## src/rtl/romcd_pkg.sv

```systemverilog
// Shared types and constants for the ROM emulator command decoder.
package romcd_pkg;

  localparam int unsigned WORD_ADDR_BITS  = 18;
  localparam int unsigned MAX_BURST_WORDS = 16;

  localparam int unsigned AddrFieldW = 18;
  localparam int unsigned WinW       = 10;
  localparam int unsigned BurstW     = $clog2(MAX_BURST_WORDS + 1);

  localparam logic [7:0] OpcNop    = 8'h01 - 8'h01;
  localparam logic [7:0] OpcClear  = 8'h01;
  localparam logic [7:0] OpcLedOn  = 8'h55;
  localparam logic [7:0] OpcLedOff = 8'hAA;
  localparam logic [3:0] GrpMode   = 4'h1;
  localparam logic [3:0] GrpBurst  = 4'h2;
  localparam logic [3:0] GrpWin    = 4'h4;

  localparam logic [1:0] ModeRun = 2'd1;

  // Opcode class of a host byte, valid when it arrives in the idle phase.
  typedef enum logic [2:0] {
    OP_IGNORE,
    OP_CLEAR,
    OP_MODE,
    OP_BURST,
    OP_WIN,
    OP_LED_ON,
    OP_LED_OFF
  } op_e;

  typedef struct packed {
    logic                  is_read;
    op_e                   op;
    logic [7:0]            data;
    logic [AddrFieldW-1:0] addr;
  } item_t;

  typedef struct packed {
    logic                  mem_write_valid;
    logic [AddrFieldW-1:0] mem_word_addr;
    logic [15:0]           mem_word;
    logic                  exfil_valid;
    logic [7:0]            exfil_byte;
    logic [1:0]            mode_now;
    logic                  exfil_on;
    logic                  led_on;
  } res_t;

endpackage

```

## src/rtl/romcd_front.sv

```systemverilog
// Front end: takes requests and classifies host bytes by opcode.
module romcd_front
  import romcd_pkg::*;
(
  input  logic                  in_valid_i,
  output logic                  in_stall_o,
  input  logic                  command_i,
  input  logic [7:0]            host_byte_i,
  input  logic [AddrFieldW-1:0] target_addr_i,
  output logic                  push_o,
  output item_t                 item_o,
  input  logic                  full_i
);

  op_e op;

  always_comb begin
    priority if (host_byte_i == OpcNop) begin
      op = OP_IGNORE;
    end else if (host_byte_i == OpcClear) begin
      op = OP_CLEAR;
    end else if (host_byte_i == OpcLedOn) begin
      op = OP_LED_ON;
    end else if (host_byte_i == OpcLedOff) begin
      op = OP_LED_OFF;
    end else if (host_byte_i[7:4] == GrpMode) begin
      op = OP_MODE;
    end else if (host_byte_i[7:4] == GrpBurst) begin
      op = OP_BURST;
    end else if (host_byte_i[7:4] == GrpWin) begin
      op = OP_WIN;
    end else begin
      op = OP_IGNORE;
    end
  end

  assign in_stall_o     = full_i;
  assign push_o         = in_valid_i && !full_i;
  assign item_o.is_read = command_i;
  assign item_o.op      = op;
  assign item_o.data    = host_byte_i;
  assign item_o.addr    = target_addr_i;

endmodule

```

## src/rtl/romcd_fifo.sv

```systemverilog
// Two-entry request queue between front and back.
module romcd_fifo
  import romcd_pkg::*;
(
  input  logic  clk_i,
  input  logic  rst_ni,
  input  logic  push_i,
  input  item_t item_i,
  output logic  full_o,
  input  logic  pop_i,
  output logic  valid_o,
  output item_t item_o
);

  item_t       mem_q [2];
  logic        wr_ptr_q, rd_ptr_q;
  logic [1:0]  cnt_q;
  logic        do_push, do_pop;

  assign full_o  = (cnt_q == 2'd2);
  assign valid_o = (cnt_q != 2'd0);
  assign item_o  = mem_q[rd_ptr_q];
  assign do_push = push_i && !full_o;
  assign do_pop  = pop_i && valid_o;

  always_ff @(posedge clk_i) begin
    if (do_push) begin
      mem_q[wr_ptr_q] <= item_i;
    end
  end

  always_ff @(posedge clk_i or negedge rst_ni) begin
    if (!rst_ni) begin
      wr_ptr_q <= 1'b0;
      rd_ptr_q <= 1'b0;
      cnt_q    <= 2'd0;
    end else begin
      if (do_push) wr_ptr_q <= !wr_ptr_q;
      if (do_pop)  rd_ptr_q <= !rd_ptr_q;
      cnt_q <= cnt_q + 2'(do_push) - 2'(do_pop);
    end
  end

endmodule

```

## src/rtl/romcd_back.sv

```systemverilog
// Back end: parses commands, updates decoder state and holds the result register.
module romcd_back
  import romcd_pkg::*;
(
  input  logic  clk_i,
  input  logic  rst_ni,
  input  logic  valid_i,
  input  item_t item_i,
  output logic  pop_o,
  output logic  out_valid_o,
  input  logic  out_stall_i,
  output res_t  res_o
);

  typedef enum logic [1:0] {
    PH_IDLE,
    PH_HIGH,
    PH_LOW,
    PH_WIN
  } phase_e;

  phase_e                    phase_q, phase_d;
  logic [BurstW-1:0]         left_q, left_d;
  logic [7:0]                high_q, high_d;
  logic [1:0]                win_hi_q, win_hi_d;
  logic [WORD_ADDR_BITS-1:0] ctr_q, ctr_d;
  logic [1:0]                mode_q, mode_d;
  logic                      exen_q, exen_d;
  logic [WinW-1:0]           win_q, win_d;
  logic                      led_q, led_d;
  logic                      out_valid_q, out_valid_d;
  res_t                      res_q, res_d;
  logic [BurstW-1:0]         left_dec;
  logic                      hit;

  assign pop_o       = valid_i && (!out_valid_q || !out_stall_i);
  assign out_valid_o = out_valid_q;
  assign res_o       = res_q;
  assign left_dec    = left_q - BurstW'(1);
  assign hit = (mode_q == ModeRun) && exen_q &&
               (item_i.addr[AddrFieldW-1:8] == win_q);

  always_comb begin
    phase_d     = phase_q;
    left_d      = left_q;
    high_d      = high_q;
    win_hi_d    = win_hi_q;
    ctr_d       = ctr_q;
    mode_d      = mode_q;
    exen_d      = exen_q;
    win_d       = win_q;
    led_d       = led_q;
    res_d       = res_q;
    out_valid_d = out_valid_q && out_stall_i;
    if (pop_o) begin
      out_valid_d           = 1'b1;
      res_d.mem_write_valid = 1'b0;
      res_d.mem_word_addr   = '0;
      res_d.mem_word        = '0;
      res_d.exfil_valid     = 1'b0;
      res_d.exfil_byte      = '0;
      if (item_i.is_read) begin
        if (hit) begin
          res_d.exfil_valid = 1'b1;
          res_d.exfil_byte  = item_i.addr[7:0];
        end
      end else begin
        unique case (phase_q)
          PH_HIGH: begin
            high_d  = item_i.data;
            phase_d = PH_LOW;
          end
          PH_LOW: begin
            res_d.mem_write_valid = 1'b1;
            res_d.mem_word_addr   = AddrFieldW'(ctr_q);
            res_d.mem_word        = {high_q, item_i.data};
            ctr_d                 = ctr_q + WORD_ADDR_BITS'(1);
            left_d                = left_dec;
            phase_d               = (left_dec == '0) ? PH_IDLE : PH_HIGH;
          end
          PH_WIN: begin
            win_d   = {win_hi_q, item_i.data};
            phase_d = PH_IDLE;
          end
          default: begin
            unique case (item_i.op)
              OP_CLEAR:   ctr_d = '0;
              OP_LED_ON:  led_d = 1'b1;
              OP_LED_OFF: led_d = 1'b0;
              OP_MODE: begin
                mode_d = item_i.data[1:0];
                exen_d = item_i.data[2];
              end
              OP_BURST: begin
                left_d  = (item_i.data[3:0] == 4'd0) ? BurstW'(MAX_BURST_WORDS)
                                                      : BurstW'(item_i.data[3:0]);
                phase_d = PH_HIGH;
              end
              OP_WIN: begin
                win_hi_d = item_i.data[1:0];
                phase_d  = PH_WIN;
              end
              default: ;
            endcase
          end
        endcase
      end
      res_d.mode_now = mode_d;
      res_d.exfil_on = exen_d;
      res_d.led_on   = led_d;
    end
  end

  always_ff @(posedge clk_i or negedge rst_ni) begin
    if (!rst_ni) begin
      phase_q     <= PH_IDLE;
      left_q      <= '0;
      high_q      <= '0;
      win_hi_q    <= '0;
      ctr_q       <= '0;
      mode_q      <= '0;
      exen_q      <= 1'b0;
      win_q       <= '0;
      led_q       <= 1'b0;
      out_valid_q <= 1'b0;
      res_q       <= '0;
    end else begin
      phase_q     <= phase_d;
      left_q      <= left_d;
      high_q      <= high_d;
      win_hi_q    <= win_hi_d;
      ctr_q       <= ctr_d;
      mode_q      <= mode_d;
      exen_q      <= exen_d;
      win_q       <= win_d;
      led_q       <= led_d;
      out_valid_q <= out_valid_d;
      res_q       <= res_d;
    end
  end

  a_burst_nonzero: assert property (@(posedge clk_i) disable iff (!rst_ni)
    (phase_q == PH_HIGH || phase_q == PH_LOW) |-> left_q != '0)
    else $error("burst phase with no words left");

  a_pop_loads: assert property (@(posedge clk_i) disable iff (!rst_ni)
    pop_o |=> out_valid_q)
    else $error("popped request did not reach the result register");

  a_exfil_run: assert property (@(posedge clk_i) disable iff (!rst_ni)
    (out_valid_q && res_q.exfil_valid) |-> (res_q.mode_now == ModeRun && res_q.exfil_on))
    else $error("exfiltration outside run mode");

  a_one_kind: assert property (@(posedge clk_i) disable iff (!rst_ni)
    out_valid_q |-> !(res_q.exfil_valid && res_q.mem_write_valid))
    else $error("write and exfiltration in one result");

endmodule

```

## src/rtl/rom_emulator_command_decoder.sv

```systemverilog
// ROM emulator command decoder: front classifier, request queue and back executor.
// An accepted request goes into the queue, then is popped into the result register.
// Throughput: one request per cycle while out_stall_i is low; the two-entry queue
// and the result register let front and back stall independently, so in_stall_o
// rises only when the queue is full.
// Reset (rst_ni low, asynchronous): parser idle, all decoder state cleared, queue empty.
module rom_emulator_command_decoder
  import romcd_pkg::*;
(
  input  logic                  clk_i,
  input  logic                  rst_ni,
  input  logic                  in_valid_i,
  output logic                  in_stall_o,
  input  logic                  command_i,
  input  logic [7:0]            host_byte_i,
  input  logic [AddrFieldW-1:0] target_addr_i,
  output logic                  out_valid_o,
  input  logic                  out_stall_i,
  output logic                  mem_write_valid_o,
  output logic [AddrFieldW-1:0] mem_word_addr_o,
  output logic [15:0]           mem_word_o,
  output logic                  exfil_valid_o,
  output logic [7:0]            exfil_byte_o,
  output logic [1:0]            mode_now_o,
  output logic                  exfil_on_o,
  output logic                  led_on_o
);

  logic  push, full, q_valid, pop;
  item_t push_item, q_item;
  res_t  res;

  romcd_front u_front (
    .in_valid_i   (in_valid_i),
    .in_stall_o   (in_stall_o),
    .command_i    (command_i),
    .host_byte_i  (host_byte_i),
    .target_addr_i(target_addr_i),
    .push_o       (push),
    .item_o       (push_item),
    .full_i       (full)
  );

  romcd_fifo u_fifo (
    .clk_i  (clk_i),
    .rst_ni (rst_ni),
    .push_i (push),
    .item_i (push_item),
    .full_o (full),
    .pop_i  (pop),
    .valid_o(q_valid),
    .item_o (q_item)
  );

  romcd_back u_back (
    .clk_i      (clk_i),
    .rst_ni     (rst_ni),
    .valid_i    (q_valid),
    .item_i     (q_item),
    .pop_o      (pop),
    .out_valid_o(out_valid_o),
    .out_stall_i(out_stall_i),
    .res_o      (res)
  );

  assign mem_write_valid_o = res.mem_write_valid;
  assign mem_word_addr_o   = res.mem_word_addr;
  assign mem_word_o        = res.mem_word;
  assign exfil_valid_o     = res.exfil_valid;
  assign exfil_byte_o      = res.exfil_byte;
  assign mode_now_o        = res.mode_now;
  assign exfil_on_o        = res.exfil_on;
  assign led_on_o          = res.led_on;

endmodule
```

## config.mk

```make
export PLATFORM = sky130hd
export DESIGN_NAME = rom_emulator_command_decoder
export DESIGN_NICKNAME = d
export VERILOG_FILES = /design/src/rtl/romcd_pkg.sv /design/src/rtl/romcd_front.sv /design/src/rtl/romcd_fifo.sv /design/src/rtl/romcd_back.sv /design/src/rtl/rom_emulator_command_decoder.sv
export SDC_FILE = /design/constraint.sdc
export NUM_CORES = 1
export LEC_CHECK = 0
export ABC_CLOCK_PERIOD_IN_PS = 4400
export BUFFER_PORTS_ARGS = -buffer_cell sky130_fd_sc_hd__buf_2
export CAP_MARGIN = 10
export CORE_MARGIN = 8
export CORE_UTILIZATION = 40
export DETAILED_ROUTE_END_ITERATION = 8
export PLACE_DENSITY = 0.69
export SYNTH_ARGS = -nofsm -noshare
export SYNTH_HDL_FRONTEND = slang
export SYNTH_SLANG_ARGS = --single-unit
```

## constraint.sdc

```tcl
create_clock -name clk_i -period 4.4 [get_ports clk_i]
set_clock_uncertainty 0.2 [all_clocks]
set_input_delay 0.44 -clock clk_i [delete_from_list [all_inputs] [get_ports clk_i]]
set_output_delay 0.44 -clock clk_i [all_outputs]
set_load 0.01 [all_outputs]
```

==> out/metrics.yaml <==
cts-htree-levels: 4
postSynthAreaPerCell_um2: 12.85
drc: 0
initial_utilization_pct: 40.59
routed_wl_mm: 14.35
vias_per_cell: 5.213
power.density_nw_per_um2: 608.4
post_dp_cell_area_um2: 7330
clockBufferDepth: 2
grt_overflow: 0
period_share_pct: 65.85
dp_cells: 806
worstSetupPathType: "register to register"
path_buf_inv: 0
clk_latency_ps: 420
grt.total_usage_pct: 13.96
p_sw_share_pct: 32.04
final_area_um2: 8023
num_rows: 47
dp_hpwl_mm: 10.26
synthCells: 520
synth_nets: 560
tns_ps: 0
slew_headroom_pct: 48.23
final_antenna_net_count: 0
slew_violations: 0
die_area_um2: 21100
clkTransAtPathRegs_ps: 60
p_leak_uw: 0.003514
first_iter_violations: 299
cp_max_fo: 22
wl_per_cell_um: 16.94
max_stage_delay_ps: 640
nNetsFinal: 654
drive_above_1_share_pct: 23.29
clkPwrFrac_pct: 30.4
vias: 4415
min_path_type: "primary input to register"
cts_tree: "done"
status: "completed"
grt_max_degree: 62
cap_violations: 0
crit_path_start_kind: "register"
ys_async_sr_fraction_pct: 62.03
io_buffers: 80
clockRootBuffer: "clkbuf_16"
antenna_found_initial: 0
synthFlopType: "dfrtp_1"
grt_first_pass_wirelength_mm: 23.57
combPwrFrac_pct: 26.0
grt_setup_unrepaired: "false"
final_common_cell: "dfrtp_1"
ys_ff_latch: 158
peakVddDrop_uv: 370.8
synth_cell_types: 55
r2r_start: "u_fifo.rd_ptr_q$_DFFE_PN0P_"
area_growth_pct: 20.05
hp-start: "target_addr_i[1]"
crit_path_end_kind: "register"
path_cells: "or3b_2, a21oi_2, nand2_1, nor2_2, nor2_1"
grt_pass1_vias: 4530
cp_slowest_cell: "dfrtp_2"
p_switching_uw: 1564
ios: 81
crit_required_ps: 4470
num_antenna_cells: 0
max_freq_mhz: 345.1
timing.hold.ws_ps: 13.74
dieWidth_um: 145.3
synth_area_leaders: "dfrtp_1 (37%), edfxtp_1 (27%), mux2i_1 (4.2%)"
hold_violations: 0
fp.dieH_um: 145.3
seq_power_share_pct: 43.6
cp-startpoint: "u_fifo.rd_ptr_q$_DFFE_PN0P_"
gp_congestion: 0.8083
netlist.area_leader.share_pct: 36.70
p_int_uw: 3317
yosys.area.top_type: "dfrtp_1"
period_needed_ps: 2898
synth_edf_count: 60
layout_common_cells: "dfrtp_1 (97), buf_2 (79), edfxtp_1 (60), nand2_1 (57), o21ai_0 (43)"
setup_viol: 0
core_region_area_um2: 16470
worst_pin_slew_ps: 776.5
postCtsSetupBuffers: 0
ys_seq_area_share_pct: 63.66
path_delay_family: "simple AND/OR/NAND/NOR gates"
cts_num_sinks: 158
cts-buffers-inserted: 17
ys_warn_count: 0
finalNonFillerCells: 847
arrival_ps: 2970
syn_area_um2: 6683
first_pass_iters: 5
## through the flow
stage	total power [µW]	worst slack [ps]	utilization, %
CTS	4923	1507	48.72
detailed placement	3425	1519	44.51
floorplan	3025	1905	-
finish	4881	1502	48.72
global placement	3361	1611	44.51
global route	5161	1261	48.72
## routing by layer
metal / up-vias / part of all wire [%] / GRT usage, %
met2: 114 / 49 / 22.83
met5: - / 0 / 0
li1: 2099 / - / -
met3: 15 / 5.2 / 3.949
met1: 2187 / 44 / 16.96
met4: 0 / 1.6 / 6.091
## what timing repair did
item                      in CTS  in global routing
hold endpoints to repair      76                  0
hold buffers                   9                  0
gates resized for setup        0                  0
## worst paths after layout
check                                                end  slack [ps]  cells after the start
max in group asynchronous  u_back.phase_q[1]$_DFFE_PN0P_        2550                      3
hold / removal              u_fifo.mem_q[1][1]$_DFFE_PP_          10                      1
min in group asynchronous      u_fifo.cnt_q[1]$_DFF_PN0_         430                      2
hold reg to reg             u_back.res_o[10]$_DFFE_PN0P_         280                      2
setup reg to reg             u_back.ctr_q[9]$_DFFE_PN0P_        1500                      5
setup / recovery             u_back.ctr_q[9]$_DFFE_PN0P_        1500                      5
## synth_stat cells (2+ instances only)
cell type / n
nor2b_1: 3
o31a_1: 2
nor3_1: 10
a22o_1: 25
xnor2_1: 18
and4_1: 2
and3_1: 5
buf_1: 3
nor4_1: 5
nand3b_1: 2
nand2_1: 57
nand4_1: 4
nor2_2: 2
a31oi_1: 3
nand2b_1: 2
or3_1: 4
o31ai_1: 4
o22a_1: 2
o311a_1: 2
edfxtp_1: 60
buf_4: 3
dfrtp_1: 98
nand3_1: 4
a21oi_1: 7
ha_1: 9
clkbuf_1: 10
mux2i_1: 28
o211ai_1: 8
o21ai_0: 43
inv_1: 17
nand4b_1: 2
a221oi_1: 2
or3b_2: 2
nor2_1: 23
xor2_1: 10
mux2_2: 17
buf_2: 3
nor4_4: 2
## power by group through the flow
stage / Sequential [µW] / Clock, µW / Combinational (µW)
after detailed placement: 2150 / 0 / 1270
after global placement: 2140 / 0 / 1220
after CTS: 2130 / 1510 / 1280
after global routing: 2170 / 1580 / 1410
after floorplan: 2080 / 0 / 949
final: 2130 / 1480 / 1270
## registers in the layout, summed over array words and instances (netlist names)
name	count
u_back.ctr_q	18
u_back.exen_q	1
u_back.high_q	8
u_back.left_q	5
u_back.mode_q	2
u_back.out_valid_o	1
u_back.phase_q	2
u_back.res_o	45
u_back.win_hi_q	2
u_back.win_q	10
u_fifo.cnt_q	2
u_fifo.mem_q	60
u_fifo.rd_ptr_q	1
u_fifo.wr_ptr_q	1
## area by class of cell
type / instances / area, µm²
fill: 1476 / 8443
sequential: 158 / 4255
multi-input combinational: 325 / 2287
timing repair buffer: 95 / 538.0
clock buffer: 23 / 467.9
tap: 220 / 275.3
clock inverter: 9 / 135.1
inverter: 17 / 63.81
## cell families (layout without fill, tap and decap cells)
logic type	count (synthesis)	count (layout)	share of synthesized area, %
flip-flops	158	158	63.66
adder cells (fa/ha/maj)	9	9	1.685
buffers and inverters	37	144	2.415
AND/OR/NAND/NOR	135	135	10.32
XOR/XNOR	28	28	3.670
multiplexers	46	46	7.283
AO/OA/AOI/OAI	107	107	10.97
No activity file was read; power rests on OpenSTA's default activity.
